===== config.mk =====
export PLATFORM = sky130hd
export DESIGN_NAME = touch_report_parser
export DESIGN_NICKNAME = d
export VERILOG_FILES = /design/src/trp_pkg.sv /design/src/touch_report_parser.sv /design/src/trp_front.sv /design/src/trp_queue.sv /design/src/trp_back.sv
export SDC_FILE = /design/constraint.sdc
export NUM_CORES = 1
export LEC_CHECK = 0
export BUFFER_PORTS_ARGS = -buffer_cell sky130_fd_sc_hd__buf_2
export CORE_MARGIN = 3
export CORE_UTILIZATION = 58
export DETAILED_ROUTE_END_ITERATION = 10
export MAX_ROUTING_LAYER = met4
export PLACE_DENSITY = 0.75
export SLEW_MARGIN = 20
export SYNTH_ARGS = -nofsm -noshare
export SYNTH_HDL_FRONTEND = slang
export SYNTH_SLANG_ARGS = --single-unit
export TNS_END_PERCENT = 20

===== constraint.sdc =====
create_clock -name clk -period 7.6 [get_ports clk]
set_input_delay 0.38 -clock clk [delete_from_list [all_inputs] [get_ports clk]]
set_output_delay 0.38 -clock clk [all_outputs]
set_load 0.05 [all_outputs]

===== src/trp_pkg.sv =====
// ----------------------------------------------------------------------------
// trp_pkg
// Shared types and constants of the touch report parser.
// ----------------------------------------------------------------------------
`default_nettype none

package trp_pkg;

    localparam int REPORT_BYTES_DEF = 28;
    localparam int QUEUE_DEPTH_DEF  = 4;

    localparam int COORD_W = 12;
    localparam int CFG_IDX_W = 3;
    localparam int CFG_DATA_W = 12;

    // configuration register indexes
    localparam logic [CFG_IDX_W-1:0] REG_SWAP_XY  = 3'd0;
    localparam logic [CFG_IDX_W-1:0] REG_MIRROR_X = 3'd1;
    localparam logic [CFG_IDX_W-1:0] REG_MIRROR_Y = 3'd2;
    localparam logic [CFG_IDX_W-1:0] REG_X_LIMIT  = 3'd3;
    localparam logic [CFG_IDX_W-1:0] REG_Y_LIMIT  = 3'd4;

    localparam logic               RST_SWAP_XY  = 1'b1;
    localparam logic               RST_MIRROR_X = 1'b0;
    localparam logic               RST_MIRROR_Y = 1'b1;
    localparam logic [COORD_W-1:0] RST_X_LIMIT  = 12'd599;
    localparam logic [COORD_W-1:0] RST_Y_LIMIT  = 12'd449;

    // frame checking constants
    localparam logic [7:0] HOME_B0     = 8'h83;
    localparam logic [7:0] HOME_B1     = 8'h17;
    localparam logic [7:0] COUNT_FLAG  = 8'h80;
    localparam logic [7:0] MARKER      = 8'hAB;
    localparam logic [6:0] MAX_POINTS  = 7'd5;

    // request kinds
    localparam logic REQ_BYTE = 1'b0;
    localparam logic REQ_FAIL = 1'b1;

    // commands from the front to the back
    typedef enum logic [1:0] {
        CMD_REJECT = 2'd0,
        CMD_REARM  = 2'd1,
        CMD_PRESS  = 2'd2
    } cmd_op_t;

    typedef struct packed {
        cmd_op_t            op;
        logic [COORD_W-1:0] px;
        logic [COORD_W-1:0] py;
    } trp_cmd_t;

    typedef struct packed {
        logic       req_type;
        logic [7:0] report_byte;
        logic       frame_end;
    } trp_in_t;

    typedef struct packed {
        logic               event_flag;
        logic               touch_pressed;
        logic [COORD_W-1:0] touch_x;
        logic [COORD_W-1:0] touch_y;
        logic               rearm_request;
    } trp_out_t;

endpackage

`default_nettype wire


===== src/touch_report_parser.sv =====
// ----------------------------------------------------------------------------
// touch_report_parser
// Touch report frame decoder with coordinate swap, clamp and mirror.
// ----------------------------------------------------------------------------
// Takes one report byte or read-failure word per cycle whenever full is low.
// A classifier holds the frame bytes and, at frame end or on a read failure,
// posts a command to a QUEUE_DEPTH-entry queue; an event stage drains the
// queue one command per cycle, while its output is empty or being popped,
// into a single output register, so a command is held in a queue entry and
// its result in the output register. full rises only once the queue holds
// QUEUE_DEPTH commands that the output side has not drained. Configuration
// writes take effect at once and apply to commands executed afterwards.
`default_nettype none

module touch_report_parser #(
    parameter int REPORT_BYTES = trp_pkg::REPORT_BYTES_DEF,
    parameter int QUEUE_DEPTH  = trp_pkg::QUEUE_DEPTH_DEF
) (
    input  wire logic                           clk,
    input  wire logic                           rst_n,
    input  wire logic                           push,
    output logic                                full,
    input  wire trp_pkg::trp_in_t               req,
    output logic                                empty,
    input  wire logic                           pop,
    output trp_pkg::trp_out_t                   rsp,
    input  wire logic                           cfg_we,
    input  wire logic [trp_pkg::CFG_IDX_W-1:0]  cfg_index,
    input  wire logic [trp_pkg::CFG_DATA_W-1:0] cfg_data
);
    import trp_pkg::*;

    logic     accept;
    logic     cmd_push, cmd_valid, cmd_pop;
    trp_cmd_t cmd_in, cmd_out;

    assign accept = push && !full;

    trp_front #(
        .REPORT_BYTES (REPORT_BYTES)
    ) u_front (
        .clk      (clk),
        .rst_n    (rst_n),
        .accept   (accept),
        .req      (req),
        .cmd_push (cmd_push),
        .cmd      (cmd_in)
    );

    trp_queue #(
        .QUEUE_DEPTH (QUEUE_DEPTH)
    ) u_queue (
        .clk     (clk),
        .rst_n   (rst_n),
        .wr_en   (cmd_push),
        .wr_cmd  (cmd_in),
        .q_full  (full),
        .rd_en   (cmd_pop),
        .q_valid (cmd_valid),
        .rd_cmd  (cmd_out)
    );

    trp_back u_back (
        .clk       (clk),
        .rst_n     (rst_n),
        .cfg_we    (cfg_we),
        .cfg_index (cfg_index),
        .cfg_data  (cfg_data),
        .cmd_valid (cmd_valid),
        .cmd       (cmd_out),
        .cmd_pop   (cmd_pop),
        .empty     (empty),
        .pop       (pop),
        .rsp       (rsp)
    );

endmodule

`default_nettype wire


===== src/trp_front.sv =====
// ----------------------------------------------------------------------------
// trp_front
// Captures report bytes and classifies each finished frame into a command.
// ----------------------------------------------------------------------------
`default_nettype none

module trp_front #(
    parameter int REPORT_BYTES = trp_pkg::REPORT_BYTES_DEF
) (
    input  wire logic             clk,
    input  wire logic             rst_n,
    input  wire logic             accept,
    input  wire trp_pkg::trp_in_t req,
    output logic                  cmd_push,
    output trp_pkg::trp_cmd_t     cmd
);
    import trp_pkg::*;

    localparam int POS_W = $clog2(REPORT_BYTES);
    localparam logic [POS_W-1:0] POS_LAST = POS_W'(REPORT_BYTES - 1);
    localparam logic [POS_W-1:0] POS_B0 = POS_W'(0);
    localparam logic [POS_W-1:0] POS_B1 = POS_W'(1);
    localparam logic [POS_W-1:0] POS_B2 = POS_W'(2);
    localparam logic [POS_W-1:0] POS_B3 = POS_W'(3);
    localparam logic [POS_W-1:0] POS_B5 = POS_W'(5);
    localparam logic [POS_W-1:0] POS_B6 = POS_W'(6);

    logic [POS_W-1:0] pos_reg, pos_next;
    logic [7:0]       kept_reg [6];

    logic       last;
    logic [7:0] b6;
    logic [6:0] count;
    logic       bad_frame;

    assign last  = req.frame_end || (pos_reg == POS_LAST);
    assign b6    = (pos_reg == POS_B6) ? req.report_byte : kept_reg[5];
    assign count = kept_reg[4][6:0];

    assign bad_frame = (kept_reg[0] == HOME_B0 && kept_reg[1] == HOME_B1
                        && kept_reg[4] == COUNT_FLAG)
                    || (b6 != MARKER)
                    || (kept_reg[0] == MARKER)
                    || (kept_reg[4] == COUNT_FLAG);

    always_comb
    begin
        pos_next = pos_reg;
        cmd_push = 1'b0;
        cmd.op   = CMD_REJECT;
        cmd.px   = {kept_reg[1], kept_reg[3][7:4]};
        cmd.py   = {kept_reg[2], kept_reg[3][3:0]};
        if (accept)
        begin
            if (req.req_type == REQ_FAIL)
            begin
                pos_next = '0;
                cmd_push = 1'b1;
            end
            else if (last)
            begin
                pos_next = '0;
                cmd_push = 1'b1;
                // short frame acts as a read failure
                if (pos_reg < POS_B6 || bad_frame)
                    cmd.op = CMD_REJECT;
                else if (count == 7'd0 || count > MAX_POINTS)
                    cmd.op = CMD_REARM;
                else
                    cmd.op = CMD_PRESS;
            end
            else
            begin
                pos_next = pos_reg + POS_W'(1);
            end
        end
    end

    always_ff @(posedge clk or negedge rst_n)
    begin
        if (!rst_n)
            pos_reg <= '0;
        else
            pos_reg <= pos_next;
    end

    // hold bytes 0-3, 5 and 6 of the frame in progress
    always_ff @(posedge clk)
    begin
        if (accept && req.req_type == REQ_BYTE)
        begin
            case (pos_reg)
                POS_B0:  kept_reg[0] <= req.report_byte;
                POS_B1:  kept_reg[1] <= req.report_byte;
                POS_B2:  kept_reg[2] <= req.report_byte;
                POS_B3:  kept_reg[3] <= req.report_byte;
                POS_B5:  kept_reg[4] <= req.report_byte;
                POS_B6:  kept_reg[5] <= req.report_byte;
                default: ;
            endcase
        end
    end

endmodule

`default_nettype wire


===== src/trp_queue.sv =====
// ----------------------------------------------------------------------------
// trp_queue
// Short command queue between the frame classifier and the event stage.
// ----------------------------------------------------------------------------
`default_nettype none

module trp_queue #(
    parameter int QUEUE_DEPTH = trp_pkg::QUEUE_DEPTH_DEF
) (
    input  wire logic              clk,
    input  wire logic              rst_n,
    input  wire logic              wr_en,
    input  wire trp_pkg::trp_cmd_t wr_cmd,
    output logic                   q_full,
    input  wire logic              rd_en,
    output logic                   q_valid,
    output trp_pkg::trp_cmd_t      rd_cmd
);
    import trp_pkg::*;

    localparam int PTR_W = (QUEUE_DEPTH > 1) ? $clog2(QUEUE_DEPTH) : 1;
    localparam int CNT_W = $clog2(QUEUE_DEPTH + 1);
    localparam logic [PTR_W-1:0] PTR_LAST = PTR_W'(QUEUE_DEPTH - 1);
    localparam logic [CNT_W-1:0] CNT_FULL = CNT_W'(QUEUE_DEPTH);

    trp_cmd_t         mem_reg [QUEUE_DEPTH];
    logic [PTR_W-1:0] wr_ptr_reg, wr_ptr_next;
    logic [PTR_W-1:0] rd_ptr_reg, rd_ptr_next;
    logic [CNT_W-1:0] cnt_reg, cnt_next;
    logic             do_wr, do_rd;

    assign q_full  = (cnt_reg == CNT_FULL);
    assign q_valid = (cnt_reg != '0);
    assign rd_cmd  = mem_reg[rd_ptr_reg];
    assign do_wr   = wr_en && !q_full;
    assign do_rd   = rd_en && q_valid;

    always_comb
    begin
        wr_ptr_next = wr_ptr_reg;
        rd_ptr_next = rd_ptr_reg;
        cnt_next    = cnt_reg;
        if (do_wr)
            wr_ptr_next = (wr_ptr_reg == PTR_LAST) ? '0 : wr_ptr_reg + PTR_W'(1);
        if (do_rd)
            rd_ptr_next = (rd_ptr_reg == PTR_LAST) ? '0 : rd_ptr_reg + PTR_W'(1);
        if (do_wr && !do_rd)
            cnt_next = cnt_reg + CNT_W'(1);
        else if (do_rd && !do_wr)
            cnt_next = cnt_reg - CNT_W'(1);
    end

    always_ff @(posedge clk or negedge rst_n)
    begin
        if (!rst_n)
        begin
            wr_ptr_reg <= '0;
            rd_ptr_reg <= '0;
            cnt_reg    <= '0;
        end
        else
        begin
            wr_ptr_reg <= wr_ptr_next;
            rd_ptr_reg <= rd_ptr_next;
            cnt_reg    <= cnt_next;
        end
    end

    always_ff @(posedge clk)
    begin
        if (do_wr)
            mem_reg[wr_ptr_reg] <= wr_cmd;
    end

`ifndef SYNTHESIS
    a_cnt_bound: assert property (@(posedge clk) disable iff (!rst_n)
        cnt_reg <= CNT_FULL)
        else $error("queue count above depth");
    a_cnt_track: assert property (@(posedge clk) disable iff (!rst_n)
        (do_wr && !do_rd) |=> (cnt_reg == $past(cnt_reg) + CNT_W'(1)))
        else $error("queue count missed a write");
`endif

endmodule

`default_nettype wire


===== src/trp_back.sv =====
// ----------------------------------------------------------------------------
// trp_back
// Executes frame commands: press tracking, coordinate transform, result word.
// ----------------------------------------------------------------------------
`default_nettype none

module trp_back (
    input  wire logic                                 clk,
    input  wire logic                                 rst_n,
    input  wire logic                                 cfg_we,
    input  wire logic [trp_pkg::CFG_IDX_W-1:0]        cfg_index,
    input  wire logic [trp_pkg::CFG_DATA_W-1:0]       cfg_data,
    input  wire logic                                 cmd_valid,
    input  wire trp_pkg::trp_cmd_t                    cmd,
    output logic                                      cmd_pop,
    output logic                                      empty,
    input  wire logic                                 pop,
    output trp_pkg::trp_out_t                         rsp
);
    import trp_pkg::*;

    logic               swap_xy_reg, mirror_x_reg, mirror_y_reg;
    logic [COORD_W-1:0] x_limit_reg, y_limit_reg;

    logic     was_pressed_reg, was_pressed_next;
    logic     out_valid_reg, out_valid_next;
    trp_out_t out_reg, out_next;

    logic               produce;
    logic [COORD_W-1:0] tx, ty;

    function automatic logic [COORD_W-1:0] clamp_mirror(
        input logic [COORD_W-1:0] v,
        input logic [COORD_W-1:0] lim,
        input logic               mir
    );
        logic [COORD_W-1:0] c;
        begin
            c = v;
            if (lim != '0)
            begin
                if (c > lim)
                    c = lim;
                if (mir)
                    c = lim - c;
            end
            return c;
        end
    endfunction

    assign tx = clamp_mirror(swap_xy_reg ? cmd.py : cmd.px, x_limit_reg, mirror_x_reg);
    assign ty = clamp_mirror(swap_xy_reg ? cmd.px : cmd.py, y_limit_reg, mirror_y_reg);

    // advance when the output slot is free or being drained
    assign cmd_pop = cmd_valid && (!out_valid_reg || pop);
    assign empty   = !out_valid_reg;
    assign rsp     = out_reg;

    always_comb
    begin
        was_pressed_next = was_pressed_reg;
        out_next         = out_reg;
        produce          = 1'b0;
        out_valid_next   = out_valid_reg && !pop;
        if (cmd_pop)
        begin
            out_next = '0;
            case (cmd.op)
                CMD_PRESS:
                begin
                    produce                = 1'b1;
                    was_pressed_next       = 1'b1;
                    out_next.event_flag    = 1'b1;
                    out_next.touch_pressed = 1'b1;
                    out_next.touch_x       = tx;
                    out_next.touch_y       = ty;
                end
                CMD_REARM:
                begin
                    produce                = 1'b1;
                    was_pressed_next       = 1'b0;
                    out_next.event_flag    = was_pressed_reg;
                    out_next.rearm_request = 1'b1;
                end
                default:
                begin
                    // release only when the pad was down
                    produce             = was_pressed_reg;
                    was_pressed_next    = 1'b0;
                    out_next.event_flag = was_pressed_reg;
                end
            endcase
            if (produce)
                out_valid_next = 1'b1;
            else
                out_next = out_reg;
        end
    end

    always_ff @(posedge clk or negedge rst_n)
    begin
        if (!rst_n)
        begin
            was_pressed_reg <= 1'b0;
            out_valid_reg   <= 1'b0;
        end
        else
        begin
            was_pressed_reg <= was_pressed_next;
            out_valid_reg   <= out_valid_next;
        end
    end

    always_ff @(posedge clk)
    begin
        out_reg <= out_next;
    end

    always_ff @(posedge clk or negedge rst_n)
    begin
        if (!rst_n)
        begin
            swap_xy_reg  <= RST_SWAP_XY;
            mirror_x_reg <= RST_MIRROR_X;
            mirror_y_reg <= RST_MIRROR_Y;
            x_limit_reg  <= RST_X_LIMIT;
            y_limit_reg  <= RST_Y_LIMIT;
        end
        else if (cfg_we)
        begin
            case (cfg_index)
                REG_SWAP_XY:  swap_xy_reg  <= cfg_data[0];
                REG_MIRROR_X: mirror_x_reg <= cfg_data[0];
                REG_MIRROR_Y: mirror_y_reg <= cfg_data[0];
                REG_X_LIMIT:  x_limit_reg  <= cfg_data;
                REG_Y_LIMIT:  y_limit_reg  <= cfg_data;
                default: ;
            endcase
        end
    end

`ifndef SYNTHESIS
    a_press_flag: assert property (@(posedge clk) disable iff (!rst_n)
        (out_valid_reg && out_reg.touch_pressed) |-> out_reg.event_flag)
        else $error("press reported without event flag");
    a_release_zero: assert property (@(posedge clk) disable iff (!rst_n)
        (out_valid_reg && !out_reg.touch_pressed)
            |-> (out_reg.touch_x == '0 && out_reg.touch_y == '0))
        else $error("non-press result carries coordinates");
    a_press_state: assert property (@(posedge clk) disable iff (!rst_n)
        (cmd_pop && cmd.op == CMD_PRESS) |=> was_pressed_reg)
        else $error("press not recorded");
    a_rearm_excl: assert property (@(posedge clk) disable iff (!rst_n)
        (out_valid_reg && out_reg.rearm_request) |-> !out_reg.touch_pressed)
        else $error("rearm request on a press");
`endif

endmodule

`default_nettype wire

Word level (Yosys, flattened, before mapping)
Memory sizes are Yosys's and may differ from the RTL's.
Cells that the tools add are included.
{ "word_totals": {"ff_bits": 68, "ram_bits": 152, "in_bits": 30, "out_inout_bits": 29, "elab_cells": 158, "memories": 2} }
{ "mem_list": {"columns": ["memory", "depth", "word_bits", "rd", "rd_clocked_by_memory_dff", "write_ports", "line_no", "text"], "rows": [
  ["u_queue.mem_reg", 4, 26, 1, 0, 1, "trp_queue.sv:26", "trp_cmd_t mem_reg [QUEUE_DEPTH];"],
  ["u_front.kept_reg", 6, 8, 6, 0, 1, "trp_front.sv:29", "logic [7:0] kept_reg [6];"]
]} }
{ "classes": {"addsub": 7, "order_cmp": 4, "eq_ne": 20, "mux": 67, "bitwise": 1, "reduce_logical": 41} }
{ "op_table": {"columns": ["cell", "count"], "rows": [
  ["$mux 12", 10],
  ["$mux 8", 6],
  ["$reduce_or 8->1", 5],
  ["$mux 1", 34],
  ["$mux 25", 1],
  ["$eq 8x8->1 const B", 3],
  ["$gt 12x12->1", 2],
  ["$reduce_bool 12->1", 2],
  ["$sub 12x12->12", 2],
  ["$mux 3", 7],
  ["$mux 2", 7],
  ["$reduce_and 2->1", 6],
  ["$eq 5x2->1 const B", 2],
  ["$eq 5x3->1 const B", 2],
  ["$logic_and 1x1->1", 10],
  ["$mux 5", 2],
  ["$eq 8x5->1 const B", 1],
  ["$ne 8x8->1 const B", 1],
  ["$gt 7x3->1 const B", 1],
  ["$logic_not 7->1", 1],
  ["$logic_or 1x1->1", 7],
  ["$eq 2x2->1 const B", 3],
  ["$eq 3x2->1 const B", 2],
  ["$eq 3x3->1 const B", 2],
  ["16 further kinds", 21]
]} }

Depth between registers and ports, before layout
{ "logic_depth": {"depth_word": 12, "depth_mapped": 26, "ltp_nobuf": 22} }

By module
From an unflattened synthesis, not the netlist that was laid out.
{ "hier_totals": {"hier_cells": 894, "hier_area_um2": 11519.8} }
{ "by_module_without_submodules": {"columns": ["mod", "instances", "cells_per_inst", "area_per_inst_um2", "seq_area_each_um2"], "rows": [
  ["trp_back", 1, 610, 5237.5, 1551.5],
  ["trp_queue", 1, 173, 4260.3, 3298.2],
  ["trp_front", 1, 110, 2008.2, 1566.5],
  ["touch_report_parser", 1, 1, 13.8, 0.0]
]} }

Worst setup path before layout
OpenSTA, ideal clock, no wires.
{ "synth_timing": {"path_type": "reg2reg", "from": "register u_queue.rd_ptr_reg[0]", "to": "register u_back.out_reg (netlist bit u_back.rsp[24]) (data pin)", "setup_time_ns": 0.262, "arrival_time_ns": 5.944, "t_required_ns": 7.338, "slack_ns": 1.394, "path_stages_with_launch": 25, "path_buffers": 6, "synth_period_minus_slack_ns": 6.206, "path_cell_list": "dfrtp_1 buf_6 buf_12 buf_6 buf_2 mux4_2 mux2_2 ha_1 nor2b_1 o211ai_1 a211o_1 a31o_2 buf_1 buf_1 mux2i_1 ha_1 nor2b_1 o21ai_0 nor2b_1 o21ai_0 a221o_1 a21oi_1 o211ai_1 and3_1 mux2_1"} }
{ "synth_via": {"elab_chain_cells": 8, "elab_cells_between_ends": 9, "cone_classes": "1 x add/sub; 1 x order compare; 1 x eq/ne; 5 x mux; 1 x memory"} }
{ "synth_rtl": {"columns": ["item", "line_no", "text"], "rows": [
  ["start: declaration", "trp_queue.sv:28", "logic [PTR_W-1:0] rd_ptr_reg, rd_ptr_next;"],
  ["start signal: assignment", "trp_queue.sv:64", "rd_ptr_reg <= rd_ptr_next;"],
  ["$mem_v2 4x26 *", null, null],
  ["$mux 12", "trp_back.sv:51", "assign tx = clamp_mirror(swap_xy_reg ? cmd.py : cmd.px, x_limit_reg, mirror_x_reg);"],
  ["$gt 12x12->1", "trp_back.sv:42", "if (c > lim)"],
  ["$mux 12", "trp_back.sv:42", null],
  ["$mux 12", "trp_back.sv:40", "if (lim != '0)"],
  ["$sub 12x12->12", "trp_back.sv:45", "c = lim - c;"],
  ["$mux 12", "trp_back.sv:44", "if (mir)"],
  ["$mux 12", "trp_back.sv:40", null],
  ["end signal: assignment", "trp_back.sv:116", "out_reg <= out_next;"],
  ["end: declaration", "trp_back.sv:27", "trp_out_t out_reg, out_next;"]
]} }
Every way passes the cells marked *; elsewhere a longest branch is shown, timed or not. The select of a mux whose other input is x is not followed.
A chain may end at the register's enable or synchronous reset.

Worst setup path in the final report
Ends and elaborated chain as after synthesis.

==> impl_metrics.toml <==
[sta]
worst_slew_pin_slew_ns = 1.13
finalMaxSlewViolations = 0
rsz0062_at_grt = "false"
post-route-min-period_ns = 6.64
period_share_pct = 87.3
setup_viol = 0
relSlewSlack_pct = 24.4
fmax_ghz = 0.151
fin_hold_ws_ns = -0.00117
setup_tns_ns = 0
skew_ns = 0.0146
hold_viol_final = 2

[yosys]
syn_area_per_cell_um2 = 12.5
syn_area_um2 = 11700
synth_seq_cells = 220
synth_cell_types = 91
ys.flop_type = "edfxtp_1"
syn_nets = 1019
synthCells = 936
ys.warnings.count = 0
synth_edf_count = 179
seq_area_frac_synth_pct = 55.0
async_flop_share_pct = 18.6

[floorplan]
die_w_um = 148
ios = 59
dieArea_um2 = 21800
row_count = 51
floorplan.initialDensity_pct = 59.5
die_h_um = 148
coreArea_um2 = 19600

[placed_design]
detailed_place_hpwl_um = 17900
placed_cell_area_um2 = 12200
port_buffers = 58
gp_congestion = 0.963

[layout]
layout_commonest_cell = "edfxtp_1"
n_antenna_cell = 0
mostFrequentLayoutCells = "edfxtp_1, nand2_1, o21ai_0"
nets = 1069
syn2layout_area_growth_pct = 11.3
largest_reg_flops = 104
final_cell_area_um2 = 13000
drive_gt1_share_pct = 19.9

[setup_path]
crit_path_end_kind = "flop"
crit_type = "reg -> reg"
start_kind = "flop"
cp_slowest_cell = "dfrtp_2"
crit_chain = "mux4_1 > mux2i_1 > inv_1 > ha_1 > nand4_1 > nor3_1 > a31o_2 > mux2i_1 > ha_1 > nor2b_1 > o21ai_0 > nor2b_1 > o21ai_0 > a221o_1 > a21oi_1 > o211ai_1 > and3_1 > mux2_1"
cpPeakStageDelay_ns = 0.87
cp_data_arrival_time_ns = 6.90
critPathMaxFanout = 26
critPathTopFamily = "multiplexers"
crit_buf_inv = 1
worst_ep_required_time_ns = 7.87

[drt]
vias_per_cell = 6.23
drt_iter0_drc = 692
routed_wirelength_um = 25600
num_vias = 7899
route.detailed.drc = 0
drtPass1Iterations = 7
wire_per_inst_um = 20.2
final_antenna_net_count = 0

[global_route]
grt_pass1_wl_um = 40400
grt_antenna_before_repair = 0
first_global_vias = 7528
grt_max_degree = 42
grt-ovfl-total = 0
grt.total_usage_pct = 24.1

[clock_tree]
hold_buffers = 0
clk_latency_ns = 0.53
cts_max_level = 1
clk_pin_slew_ns = 0.06
ctsRootBufferMaster = "clkbuf_16"
numCtsBuffers = 23
cts_tree = "built"
post_cts_buffers = 0
clock_sinks = 220
clock_tree.buffer_depth = 3
cts_resized = 0

[status]
outcome = "finished, violations left"
violations = "negative hold slack"

[hold_path]
hold_class = "in -> async"

[flow_run]
maxCapViolations = 0
worst paths after layout:
path                                                   start                                 to  slack [ns]  depth (start not counted)
setup / recovery           u_queue.rd_ptr_reg[0]$_DFFE_PN0P_       u_back.rsp[24]$_SDFFCE_PN0P_        0.96                         18
hold / removal                                         rst_n     u_front.pos_reg[0]$_DFFE_PN0P_      -0.001                          1
setup reg to reg           u_queue.rd_ptr_reg[0]$_DFFE_PN0P_       u_back.rsp[24]$_SDFFCE_PN0P_        0.96                         18
hold reg to reg             u_front.kept_reg[1][1]$_DFFE_PP_   u_queue.mem_reg[1][17]$_DFFE_PP_        0.49                          0
max in group asynchronous                              rst_n  u_queue.rd_ptr_reg[0]$_DFFE_PN0P_        6.94                          1
min in group clk                                         pop     u_back.out_valid_reg$_DFF_PN0_        0.05                          2
cells in the mapped netlist, types with 21 or more instances:
cell | n | area, µm²
edfxtp_1 | 179 | 5380
nand2_1 | 70 | 263
o21ai_0 | 65 | 325
a21oi_1 | 60 | 300
ha_1 | 50 | 626
inv_1 | 50 | 188
nor2_1 | 47 | 176
dfrtp_1 | 29 | 726
mux2_2 | 29 | 327
clkbuf_1 | 25 | 93.8
mux2i_1 | 23 | 230
mux4_2 | 22 | 495
nand3_1 | 21 | 105
layout make-up:
type	count	area [µm²]
clock buffer	36	729
clock inverter	6	73.8
inverter	54	203
tap	265	332
multi-input combinational	618	4850
sequential	220	6420
timing repair buffer	69	373
fill	1450	6610
per-stage QoR:
stage | utilization (%) | instances | setup slack [ns]
floorplan | - | 936 | 1.39
global placement | 62.1 | 1226 | 1.26
detailed placement | 62.1 | 1226 | 1.02
CTS | 66.2 | 1268 | 0.963
global route | 66.3 | 1268 | 0.294
finish | 66.3 | 1268 | 0.964
routing by layer:
metal	vias up	GRT usage, %	routed length [µm]
li1	3706	-	-
met1	3811	32.3	10700
met2	327	37.9	12100
met3	55	4.41	1920
met4	0	7.60	832
met5	-	-	0
cells by family (layout without fill, tap and decap cells):
family                     Yosys count  after routing  share of synthesized area [%]
and+or+nand+nor                    238            238                           10.3
AOI/OAI and AO/OA                  232            232                           13.0
DFF                                220            220                           55.0
buffers and inverters               98            165                           3.69
muxes                               87             87                           11.5
adders and majority gates           53             53                           5.88
xor gates and xnor gates             8              8                          0.601
Power is not shown: default switching activity piles up to over one toggle a cycle in this logic, so the estimate is an artifact.
